==> src/design/hsl_div.sv <==
`timescale 1ns / 1ps
// Pipelined restoring divider, two quotient bits per stage.
// Requires num < dvs * 2**QW and dvs != 0.
module hsl_div #(
  parameter int NW = 29,
  parameter int DW = 11,
  parameter int QW = 18
) (
  input  logic          clk,
  input  logic          en,
  input  logic [NW-1:0] num,
  input  logic [DW-1:0] dvs,
  output logic [QW-1:0] quo
);

  localparam int Stg = QW / 2;

  logic [DW-1:0] rem_r [Stg+1];
  logic [QW-1:0] low_r [Stg+1];
  logic [QW-1:0] quo_r [Stg+1];
  logic [DW-1:0] dvs_r [Stg+1];

  always_comb begin
    rem_r[0] = num[NW-1:QW];
    low_r[0] = num[QW-1:0];
    quo_r[0] = '0;
    dvs_r[0] = dvs;
  end

  for (genvar k = 0; k < Stg; k++) begin : g_stg
    logic [DW:0]   sh0, sh1;
    logic [DW-1:0] r0, r1;
    logic          b0, b1;

    always_comb begin
      sh0 = {rem_r[k], low_r[k][QW-1]};
      b0  = sh0 >= {1'b0, dvs_r[k]};
      r0  = b0 ? DW'(sh0 - {1'b0, dvs_r[k]}) : sh0[DW-1:0];
      sh1 = {r0, low_r[k][QW-2]};
      b1  = sh1 >= {1'b0, dvs_r[k]};
      r1  = b1 ? DW'(sh1 - {1'b0, dvs_r[k]}) : sh1[DW-1:0];
    end

    always_ff @(posedge clk) begin
      if (en) begin
        rem_r[k+1] <= r1;
        low_r[k+1] <= {low_r[k][QW-3:0], 2'b00};
        quo_r[k+1] <= {quo_r[k][QW-3:0], b0, b1};
        dvs_r[k+1] <= dvs_r[k];
      end
    end
  end

  assign quo = quo_r[Stg];

endmodule

==> config.mk <==
export PLATFORM = sky130hd
export DESIGN_NAME = hsl_div
export DESIGN_NICKNAME = d
export VERILOG_FILES = /design/src/design/hsl_div.sv
export SDC_FILE = /design/constraint.sdc
export NUM_CORES = 1
export LEC_CHECK = 0
export BUFFER_PORTS_ARGS = -buffer_cell sky130_fd_sc_hd__buf_2
export CORE_AREA = 2 2 288 176
export DETAILED_ROUTE_END_ITERATION = 7
export DIE_AREA = 0 0 290 178
export SLEW_MARGIN = 20
export SYNTH_ARGS = -nofsm -noshare
export SYNTH_HDL_FRONTEND = slang
export SYNTH_SLANG_ARGS = --single-unit
==> constraint.sdc <==
create_clock -name clk -period 5.7 [get_ports clk]
set_input_delay 0.57 -clock clk [delete_from_list [all_inputs] [get_ports clk]]
set_output_delay 0.57 -clock clk [all_outputs]
set_load 0.02 [all_outputs]
==> impl_metrics.json <==
{
  "status": "complete, no violations",
  "cts-htree-levels": 2,
  "postCtsResizedCells": 0,
  "wirelength_um": 49100,
  "report.final.slew_viol_count": 0,
  "ys_ff_latch": 338,
  "cp_num_buf_inv": 1,
  "netlist_area_mm2": 0.0218,
  "endpoint_kind": "register",
  "antenna_found_initial": 0,
  "die_height_um": 178,
  "grt_use_met2_pct": 23.2,
  "rsz0062_at_grt": "false",
  "syn_to_final_growth_pct": 10.3,
  "reg2reg_slack_ns": 0.31,
  "grt_pass1_wl_um": 77800,
  "drive_above_1_share_pct": 14.0,
  "die_w_um": 290,
  "post_synth_inst_count": 1883,
  "crit_family": "compound AO/OA/AOI/OAI gates",
  "setup_viol": 0,
  "max_freq_mhz": 185,
  "crit_cells": 17,
  "finalHoldViolations": 0,
  "arrival_ns": 5.69,
  "drt-initial-drc-count": 1325,
  "dp_hpwl_um": 37500,
  "crit_type": "reg -> reg",
  "synth_top_area_share_pct": 46.5,
  "synthTopCellsByArea": "edfxtp_1, ha_1, mux2_2",
  "globalplace.congestion": 0.918,
  "crit_chain": "ha_1 -> fa_1 -> nand2b_1 -> a21oi_2 -> o21a_1 -> o21ai_1 -> a22o_1 -> mux2_2 -> ha_1 -> and2_1 -> o21ai_1 -> a31oi_1 -> o21ai_0 -> a21oi_1 -> a2111oi_2 -> inv_2 -> mux2_4",
  "antenna_left": 0,
  "drt_first_pass_iters": 5,
  "grt_use_met3_pct": 3.63,
  "start_util_pct": 44.6,
  "startpoint_type": "register",
  "grt_max_degree": 143,
  "post-cts-setup-buffers": 0,
  "cts.clk_slew.worst_paths_ns": 0.06,
  "async_reset_ff_share_pct": 0,
  "ctsHoldBuffers": 0,
  "drv_cap": 0,
  "reg2reg_depth": 17,
  "routedWlPerCell_um": 18.7,
  "max_stage_delay_ns": 0.52,
  "vias_per_cell": 5.60,
  "track_usage_pct": 19.0,
  "ys_types": 80,
  "numCtsBuffers": 37,
  "avgSynthCellArea_um2": 11.6,
  "setup_tns_ns": 0,
  "ys_warn_count": 0,
  "die_area_mm2": 0.0516,
  "skew_ns": 0.0135,
  "yosys.area.top_type": "edfxtp_1",
  "fin_crit_ns": 5.39,
  "ys.flop_type": "edfxtp_1",
  "coreArea_mm2": 0.0490,
  "grt_pass1_vias": 13700,
  "routed-via-count": 14700,
  "ioPinCount": 60,
  "min_period_over_period_pct": 94.6,
  "path_max_fanout": 12,
  "met1_usage_pct": 33.1,
  "rows": 63,
  "overflow": 0,
  "clockBufferDepth": 3,
  "ys_seq_area_share_pct": 46.5,
  "clock_sinks": 338,
  "synth_edf_count": 338,
  "cp_slowest_cell": "edfxtp_1",
  "mappedNetlistNets": 2140,
  "hp-class": "in -> reg",
  "critical_path_required_ns": 6.00,
  "hold_path_depth": 1,
  "diodes": 0,
  "clk_latency_ns": 0.55,
  "root_buffer": "clkbuf_16",
  "drc_errors": 0,
  "busiest_layer": "met1",
  "port_buffers": 59,
  "worstMarginPinSlew_ns": 0.909,
  "cts_tree": "yes",
  "max_slew_margin_pct": 39.4,
  "nFillCells": 4322,
  "mostFrequentLayoutCell": "edfxtp_1",
  "nets": 2208,
  "final_cell_mix": "edfxtp_1, ha_1, inv_1"
}
-- layout make-up --
type	count	area [µm²]	area share (%)
clock buffer	39	933	3.88
clock inverter	29	339	1.41
inverter	195	734	3.05
multi-input combinational	1307	10700	44.3
sequential	338	10100	42.2
tap	650	813	3.38
timing repair buffer	72	428	1.78
-- sequential cells by signal, summed over array words and instances (netlist names) --
signal / cells
g_stg.sh0: 96
quo_r: 72
low_r: 56
quo: 18
dvs_r: 88
g_stg.sh1: 8
-- cells by family (layout without fill, tap and decap cells) --
group	count (synthesis)	after routing	share of synthesized area [%]
flops	338	338	46.5
fa+ha+maj	215	215	12.9
buf+inv	238	335	4.59
mux	172	172	8.94
simple gates	432	432	10.2
xor+xnor	121	121	4.86
compound gates	367	367	12.0
-- layer usage --
layer,wire [µm],vias to the layer above
met5,0,-
met4,678,0
met3,3040,48
met2,17200,362
met1,28200,7111
li1,-,7197
-- synth_stat cells, drive strengths merged (12+ instances only) --
library cell	n
edfxtp	338
ha	198
inv	195
mux2	125
nor2	112
a21oi	88
xnor2	75
nand2	73
o21ai	71
nor3	55
mux2i	47
xor2	46
buf	34
a21o	32
nand3	28
nor2b	28
o21a	23
nand4	22
o211ai	21
or2	21
nor4	19
nand2b	18
fa	17
a2111oi	15
a311oi	14
a31oi	14
and4	12
nand3b	12
-- worst reg2reg max path: stages (launching register included) --
cell and delay (ns):
edfxtp_1 0.52, ha_1 0.30, fa_1 0.40, nand2b_1 0.18
a21oi_2 0.27, o21a_1 0.18, o21ai_1 0.08, a22o_1 0.43
mux2_2 0.41, ha_1 0.34, and2_1 0.21, o21ai_1 0.19
a31oi_1 0.17, o21ai_0 0.19, a21oi_1 0.11, a2111oi_2 0.52
inv_2 0.28, mux2_4 0.37
-- path summary, 6_finish.rpt --
check	start	end
hold reg to reg	quo_r[80]	quo_r[64]
setup / recovery	dvs_r[77]	g_stg[3].sh0[7]
hold / removal	num[2]	low_r[148]
setup reg to reg	dvs_r[77]	g_stg[3].sh0[7]
-- stage by stage --
| stage | instance area [µm²] | util (%) | std cells | hold WS, ns | setup slack [ns] |
|---|---|---|---|---|---|
| after global routing | 24100 | 49.1 | 2630 | 0.162 | 0.0437 |
| after detailed placement | 22800 | 46.5 | 2562 | 0.405 | 0.231 |
| final | 24100 | 49.1 | 2630 | 0.195 | 0.306 |
| after global placement | 22800 | 46.5 | 2562 | 0.401 | 0.338 |
| after CTS | 24100 | 49.1 | 2630 | 0.161 | 0.310 |
| after floorplan | 21800 | - | 1883 | 0.400 | 0.909 |
Power is not shown: default switching activity piles up to over one toggle a cycle in this logic, so the estimate is an artifact.
