<file path="config.mk">
export PLATFORM = sky130hd
export DESIGN_NAME = hsl_front
export DESIGN_NICKNAME = d
export VERILOG_FILES = /design/src/design/hsl_pkg.sv /design/src/design/hsl_front.sv
export SDC_FILE = /design/constraint.sdc
export NUM_CORES = 1
export LEC_CHECK = 0
export BUFFER_PORTS_ARGS = -buffer_cell sky130_fd_sc_hd__buf_2
export CAP_MARGIN = 20
export CELL_PAD_IN_SITES_DETAIL_PLACEMENT = 0
export CELL_PAD_IN_SITES_GLOBAL_PLACEMENT = 1
export CORE_MARGIN = 8
export CORE_UTILIZATION = 45
export CTS_BUF_LIST = sky130_fd_sc_hd__clkbuf_8
export DETAILED_ROUTE_END_ITERATION = 10
export HOLD_SLACK_MARGIN = 0.1
export PLACE_DENSITY_LB_ADDON = 0.08
export SLEW_MARGIN = 20
export SYNTH_ARGS = -nofsm -noshare
export SYNTH_HDL_FRONTEND = slang
export SYNTH_SLANG_ARGS = --single-unit
export TNS_END_PERCENT = 10
</file>
<file path="constraint.sdc">
create_clock -name clk -period 8.5 [get_ports clk]
set_input_delay 0 -clock clk [delete_from_list [all_inputs] [get_ports clk]]
set_output_delay 0 -clock clk [all_outputs]
set_load 0.01 [all_outputs]
</file>
<file path="src/design/hsl_pkg.sv">
`timescale 1ns / 1ps
package hsl_pkg;

  localparam int ChanW = 8;
  localparam int FracW = 16;
  localparam int UnitW = FracW + 1;        // Q1.16, 0..65536
  localparam int QuoW  = 18;               // divider quotient bits, even
  localparam int DivW  = 11;               // divisor bits (6*d up to 1530)
  localparam int NumW  = DivW + QuoW;      // numerator bits
  localparam int DivStg = QuoW / 2;        // two quotient bits per stage
  localparam int CfgW  = 10;

  // divider lanes
  localparam int NDiv   = 2;
  localparam int DivHue = 0;
  localparam int DivSat = 1;

  // constant divisions: floor(x * Recip >> Shift) is exact over the operand range
  localparam logic [26:0] LitRecip = 27'd67372037;   // 1/510
  localparam int          LitShift = 35;
  localparam logic [24:0] HshRecip = 25'd23860930;   // 1/360
  localparam int          HshShift = 33;
  localparam logic [24:0] PctRecip = 25'd21474837;   // 1/100
  localparam int          PctShift = 31;

  localparam logic [UnitW-1:0] OneQ16      = 17'd65536;
  localparam logic [FracW-1:0] ThirdTurn   = 16'd21845;
  localparam logic [FracW-1:0] TwoThirdAdd = 16'd43691;
  localparam logic [FracW-1:0] SixthLimit  = 16'd10923;
  localparam logic [FracW-1:0] HalfTurn    = 16'd32768;
  localparam logic [FracW-1:0] TwoThirdLim = 16'd43691;
  localparam logic [UnitW-1:0] GreyLimit   = 17'd7;

  typedef enum logic [1:0] {
    CFG_HUE   = 2'd0,
    CFG_SAT   = 2'd1,
    CFG_LIGHT = 2'd2,
    CFG_MASK  = 2'd3
  } cfg_idx_t;

  typedef enum logic [1:0] {
    SEG_RISE,
    SEG_TOP,
    SEG_FALL,
    SEG_BOTTOM
  } seg_t;

  typedef struct packed {
    logic             pass;
    logic             grey;
    logic [ChanW-1:0] red;
    logic [ChanW-1:0] green;
    logic [ChanW-1:0] blue;
    logic             last;
    logic             sat_neg;
    logic             light_neg;
    logic [UnitW-1:0] lit;
    logic [FracW-1:0] hsh;
    logic [UnitW-1:0] sof;
    logic [UnitW-1:0] lof;
  } side_t;

endpackage

</file>
<file path="src/design/hsl_front.sv">
`timescale 1ns / 1ps
// Color analysis: max/min, divider operands for h and s; l and the config
// offsets come from reciprocal multiplies and ride along with the side data.
module hsl_front import hsl_pkg::*; (
  input  logic                   clk,
  input  logic                   rst_n,
  input  logic                   en,
  input  logic                   in_valid,
  input  logic [ChanW-1:0]       red,
  input  logic [ChanW-1:0]       green,
  input  logic [ChanW-1:0]       blue,
  input  logic                   selected,
  input  logic                   last_entry,
  input  logic signed [9:0]      hue_deg,
  input  logic signed [7:0]      sat_pct,
  input  logic signed [7:0]      lum_pct,
  input  logic                   mask_on,
  output logic                   vld,
  output side_t                  side,
  output logic [NumW-1:0]        num [NDiv],
  output logic [DivW-1:0]        dvs [NDiv]
);

  logic [ChanW-1:0] mx, mn, d;
  logic [8:0]       sum, den;
  logic [DivW-1:0]  hnum;
  logic             grey;
  logic [10:0]      hm0, hm1, hm2;
  logic [7:0]       smag, lmag;
  logic [24:0]      lit_num, hsh_num;
  logic [51:0]      lit_prod;
  logic [49:0]      hsh_prod;
  logic [23:0]      sof_num, lof_num;
  logic [48:0]      sof_prod, lof_prod;

  logic             vld_r;
  side_t            side_r;
  logic [NumW-1:0]  num_r [NDiv];
  logic [DivW-1:0]  dvs_r [NDiv];

  always_comb begin
    mx   = (red > green) ? ((red > blue) ? red : blue) : ((green > blue) ? green : blue);
    mn   = (red < green) ? ((red < blue) ? red : blue) : ((green < blue) ? green : blue);
    sum  = {1'b0, mx} + {1'b0, mn};
    d    = mx - mn;
    grey = (mx == mn);
    den  = (sum > 9'd255) ? 9'(10'd510 - {1'b0, sum}) : sum;
    if (red == mx)
      hnum = DivW'({3'b0, green}) - DivW'({3'b0, blue})
             + ((green < blue) ? DivW'(6 * d) : '0);
    else if (green == mx)
      hnum = DivW'({3'b0, blue}) - DivW'({3'b0, red}) + DivW'({d, 1'b0});
    else
      hnum = DivW'({3'b0, red}) - DivW'({3'b0, green}) + DivW'({d, 2'b00});
    // floor mod 360 of a 10-bit signed value
    hm0 = 11'($signed({hue_deg[9], hue_deg}) + 11'sd720);
    hm1 = (hm0 >= 11'd720) ? 11'(hm0 - 11'd720) : hm0;
    hm2 = (hm1 >= 11'd360) ? 11'(hm1 - 11'd360) : hm1;
    smag = sat_pct[7] ? 8'(-sat_pct) : sat_pct;
    lmag = lum_pct[7] ? 8'(-lum_pct) : lum_pct;
    lit_num  = {sum, 16'b0} + 25'd255;
    lit_prod = 52'(lit_num) * 52'(LitRecip);
    hsh_num  = {hm2[8:0], 16'b0} + 25'd180;
    hsh_prod = 50'(hsh_num) * 50'(HshRecip);
    sof_num  = {smag, 16'b0} + 24'd50;
    sof_prod = 49'(sof_num) * 49'(PctRecip);
    lof_num  = {lmag, 16'b0} + 24'd50;
    lof_prod = 49'(lof_num) * 49'(PctRecip);
  end

  always_ff @(posedge clk) begin
    if (!rst_n) begin
      vld_r <= 1'b0;
    end else if (en) begin
      vld_r <= in_valid;
    end
  end

  always_ff @(posedge clk) begin
    if (en) begin
      side_r.pass      <= mask_on && !selected;
      side_r.grey      <= grey;
      side_r.red       <= red;
      side_r.green     <= green;
      side_r.blue      <= blue;
      side_r.last      <= last_entry;
      side_r.sat_neg   <= sat_pct[7];
      side_r.light_neg <= lum_pct[7];
      side_r.lit       <= lit_prod[LitShift +: UnitW];
      side_r.hsh       <= hsh_prod[HshShift +: FracW];
      side_r.sof       <= sof_prod[PctShift +: UnitW];
      side_r.lof       <= lof_prod[PctShift +: UnitW];
      num_r[DivHue] <= NumW'({hnum, 16'b0}) + NumW'(3 * d);
      dvs_r[DivHue] <= grey ? DivW'(1) : DivW'(6 * d);
      num_r[DivSat] <= NumW'({d, 16'b0}) + NumW'(den[8:1]);
      dvs_r[DivSat] <= grey ? DivW'(1) : DivW'(den);
    end
  end

  assign vld  = vld_r;
  assign side = side_r;
  assign num  = num_r;
  assign dvs  = dvs_r;

endmodule

</file>
==> impl_results.md <==
- Data required time at the worst endpoint: 8.80 ns
- Pre-antenna DRT Iters: 5
- EDFF count, synth: 151
- Drt drc: 0
- Die W: 246.1 um
- Slowest stage delay, CP: 0.56 ns
- Yosys warns: 0
- Synth unique cells: 83
- Boundary Pins: 234
- Crit-path max FO: 11
- Final wirelength: 57,310 um
- Commonest cells in the synthesized netlist: ha_1, inv_1, edfxtp_1
- Synthesized area: 0.02383 sq mm
- Initial DRC count: 765
- Top FF cell, synth: edfxtp_1
- Die H: 246.1 um
- Die area: 0.06058 sq mm
- Fraction of layout cells with a size suffix above 1: 0.1403
- Critical path type: input port to register
- Hold Crit Class: input port to register
- Minimum clock period: 8.104 ns
- Top achievable clock speed: 0.1234 GHz
- Seq/Total Area, Yosys: 0.1911
- Critical Path Most Common Cell: ha_1
- Total gr overflow: 0
- Final-layout fill cell count: 4,937
- Detailed-route via count: 17.67k
- Final period util: 0.9534
- RSZ-0062 raised after global routing: no
- Tot GR Track Use: 0.1924
- Layout Skew: 0 ns
- H-Tree Level Count: 4
- M1 WL: 26,870 um
- Fraction of registers with async set/reset: 0
- Crit start category: input port
- Core area: 0.05245 sq mm
- Wire per inst: 16.79 um
- Detailed Place HPWL: 48,210 um
- Clk Latency, worst-skew pair: 0.54 ns
- Number of global-route vias before repair: 18.28k
- CTS Root Cell: clkbuf_8
- First-pass GRT wire length: 93,960 um
- Initial antenna violation count: 2
- Crit path DAT: 8.41 ns
- CTS Buf Count: 17
- Setup crit end kind: register
- Top Layer Used: met4
- Endpoints failing hold: 0
- Largest net degree at the start of global routing: 87
- CTS tree: yes
- GPL Wtd Cong: 0.8851
- Vias per cell: 5.175
- IO buf count: 210
- Routed wl met3: 2230 um
- Total length of routed met2 wires: 27,170 um
- Outcome: finished clean
- Max Cap Viol: 0
- R2r setup slk: 7.35 ns
- Fin. max-slew vios: 0
- Starting density of the core: 0.4544
- Synth top area cells: ha_1, edfxtp_1, fa_1, inv_1, xnor2_1
- Mean Syn Cell Area: 9.989 sq um
- Setup TNS: 0 ns
- Clock tree buffer depth: 2
- Max-slew headroom: 0.3710
- Cells after synthesis: 2,386
- Count leader, synth: ha_1
- Clock transition at path regs: 0.11 ns
- Clk sink count: 152
- Final setup viols: 0
- Critical-path top delay cell: dlygate4sd3_1
- Syn-to-layout area delta: 13.40%
- Post-DRT Antenna Nets: 0
- Synth Register Bits: 152
- Yosys top cell area share: 0.3402
- Worst-Margin Slew: 0.9368 ns
- Row Count: 84
- Layout Nets: 3,559
- Synth area leader: ha_1
## cells in the final DEF, fill, tap and decap left out, types with 6 or more instances in the layout
master and count:
buf_2 208, or2_2 10, nor2b_1 21, conb_1 23, or3_1 11, o221ai_1 7, a211oi_1 9, nand4_1 19
nor3_1 20, xor2_1 35, edfxtp_1 151, buf_4 91, o221a_2 7, xnor2_1 138, and2_1 10, mux2i_1 24
and3_1 15, ha_1 648, nor4_1 6, o21a_1 34, a31oi_1 23, o31ai_1 9, clkbuf_8 17, a21oi_1 101
nand2_1 74, o22ai_1 17, fa_1 144, nand3_1 16, nor2_1 94, o21ai_0 63, nand2b_1 22, a21o_1 49
inv_1 436, o21bai_1 23, dlygate4sd3_1 33
## path summary, 6_finish.rpt
check | start | endpoint | depth (start not counted)
worst max-delay path | red[1] | side[59]$_DFFE_PP_ | 43
worst min-delay path | sat_pct[6] | side[33]$_DFFE_PP_ | 5
worst max register to register | vld$_SDFFE_PN0P_ | vld$_SDFFE_PN0P_ | 3
worst min register to register | vld$_SDFFE_PN0P_ | vld$_SDFFE_PN0P_ | 3
## sequential cells by signal (all words and copies together) (netlist names)
name and count:
side 96, num 36, dvs 19, vld 1
## per-stage QoR
step	instances	cell area (sq um)	setup WS (ns)	util	hold WS (ns)
final	3414	27030	0.3959	0.5153	0.2001
after CTS	3409	26930	0.1802	0.5135	0.1250
after global placement	3344	26190	0.02759	0.4994	0.1766
after detailed placement	3344	26190	-0.09393	0.4994	0.1783
after global routing	3414	27030	0.003624	0.5153	0.2130
after floorplan	2408	23920	0.1205	-	0.09887
## layout make-up
class | count | area (sq um) | area share
flip-flops and latches | 152 | 4554 | 0.1685
clock inverters | 15 | 177.7 | 0.006574
diodes | 3 | 7.507 | 0.0002778
repair buffers | 334 | 2073 | 0.07671
inverters | 436 | 1637 | 0.06055
well taps | 688 | 860.8 | 0.03185
clock buffers | 17 | 234.0 | 0.008657
multi-input cells | 1769 | 17480 | 0.6469
## kinds of logic (layout without fill, tap and decap cells)
kind of cell	Yosys count	count (layout)	share of synthesized area
compound gates	413	413	0.1172
xor+xnor	175	175	0.06463
fa+ha+maj	792	792	0.4612
buf+inv	487	802	0.08232
flops	152	152	0.1911
mux	30	30	0.01307
other cells	1	26	0.0001573
simple gates	336	336	0.07040
## routing by layer
| layer | vias to the layer above | global-route usage |
|---|---|---|
| li1 | 8909 | - |
| met1 | 8424 | 0.2551 |
| met4 | 0 | 0.05122 |
| met5 | - | 0 |
| met2 | 283 | 0.3245 |
| met3 | 53 | 0.02848 |
## timing repair
action	4_1_cts	5_1_grt
endpoints found under the setup margin	0	19
buffers inserted	0	2
hold buffers	33	0
gates resized for setup	0	17
hold endpoints to repair	114	0
## critical path, delay by kind of cell
family,cells,cell delay (ns)
buf+inv,7,1.20
fa+ha+maj,10,2.49
compound gates,18,3.59
xor+xnor,1,0.07
simple gates,7,1.03
Power is left out: the tool's default activity adds up to more than one toggle a clock period on the data nets, which glitch-free logic cannot reach.
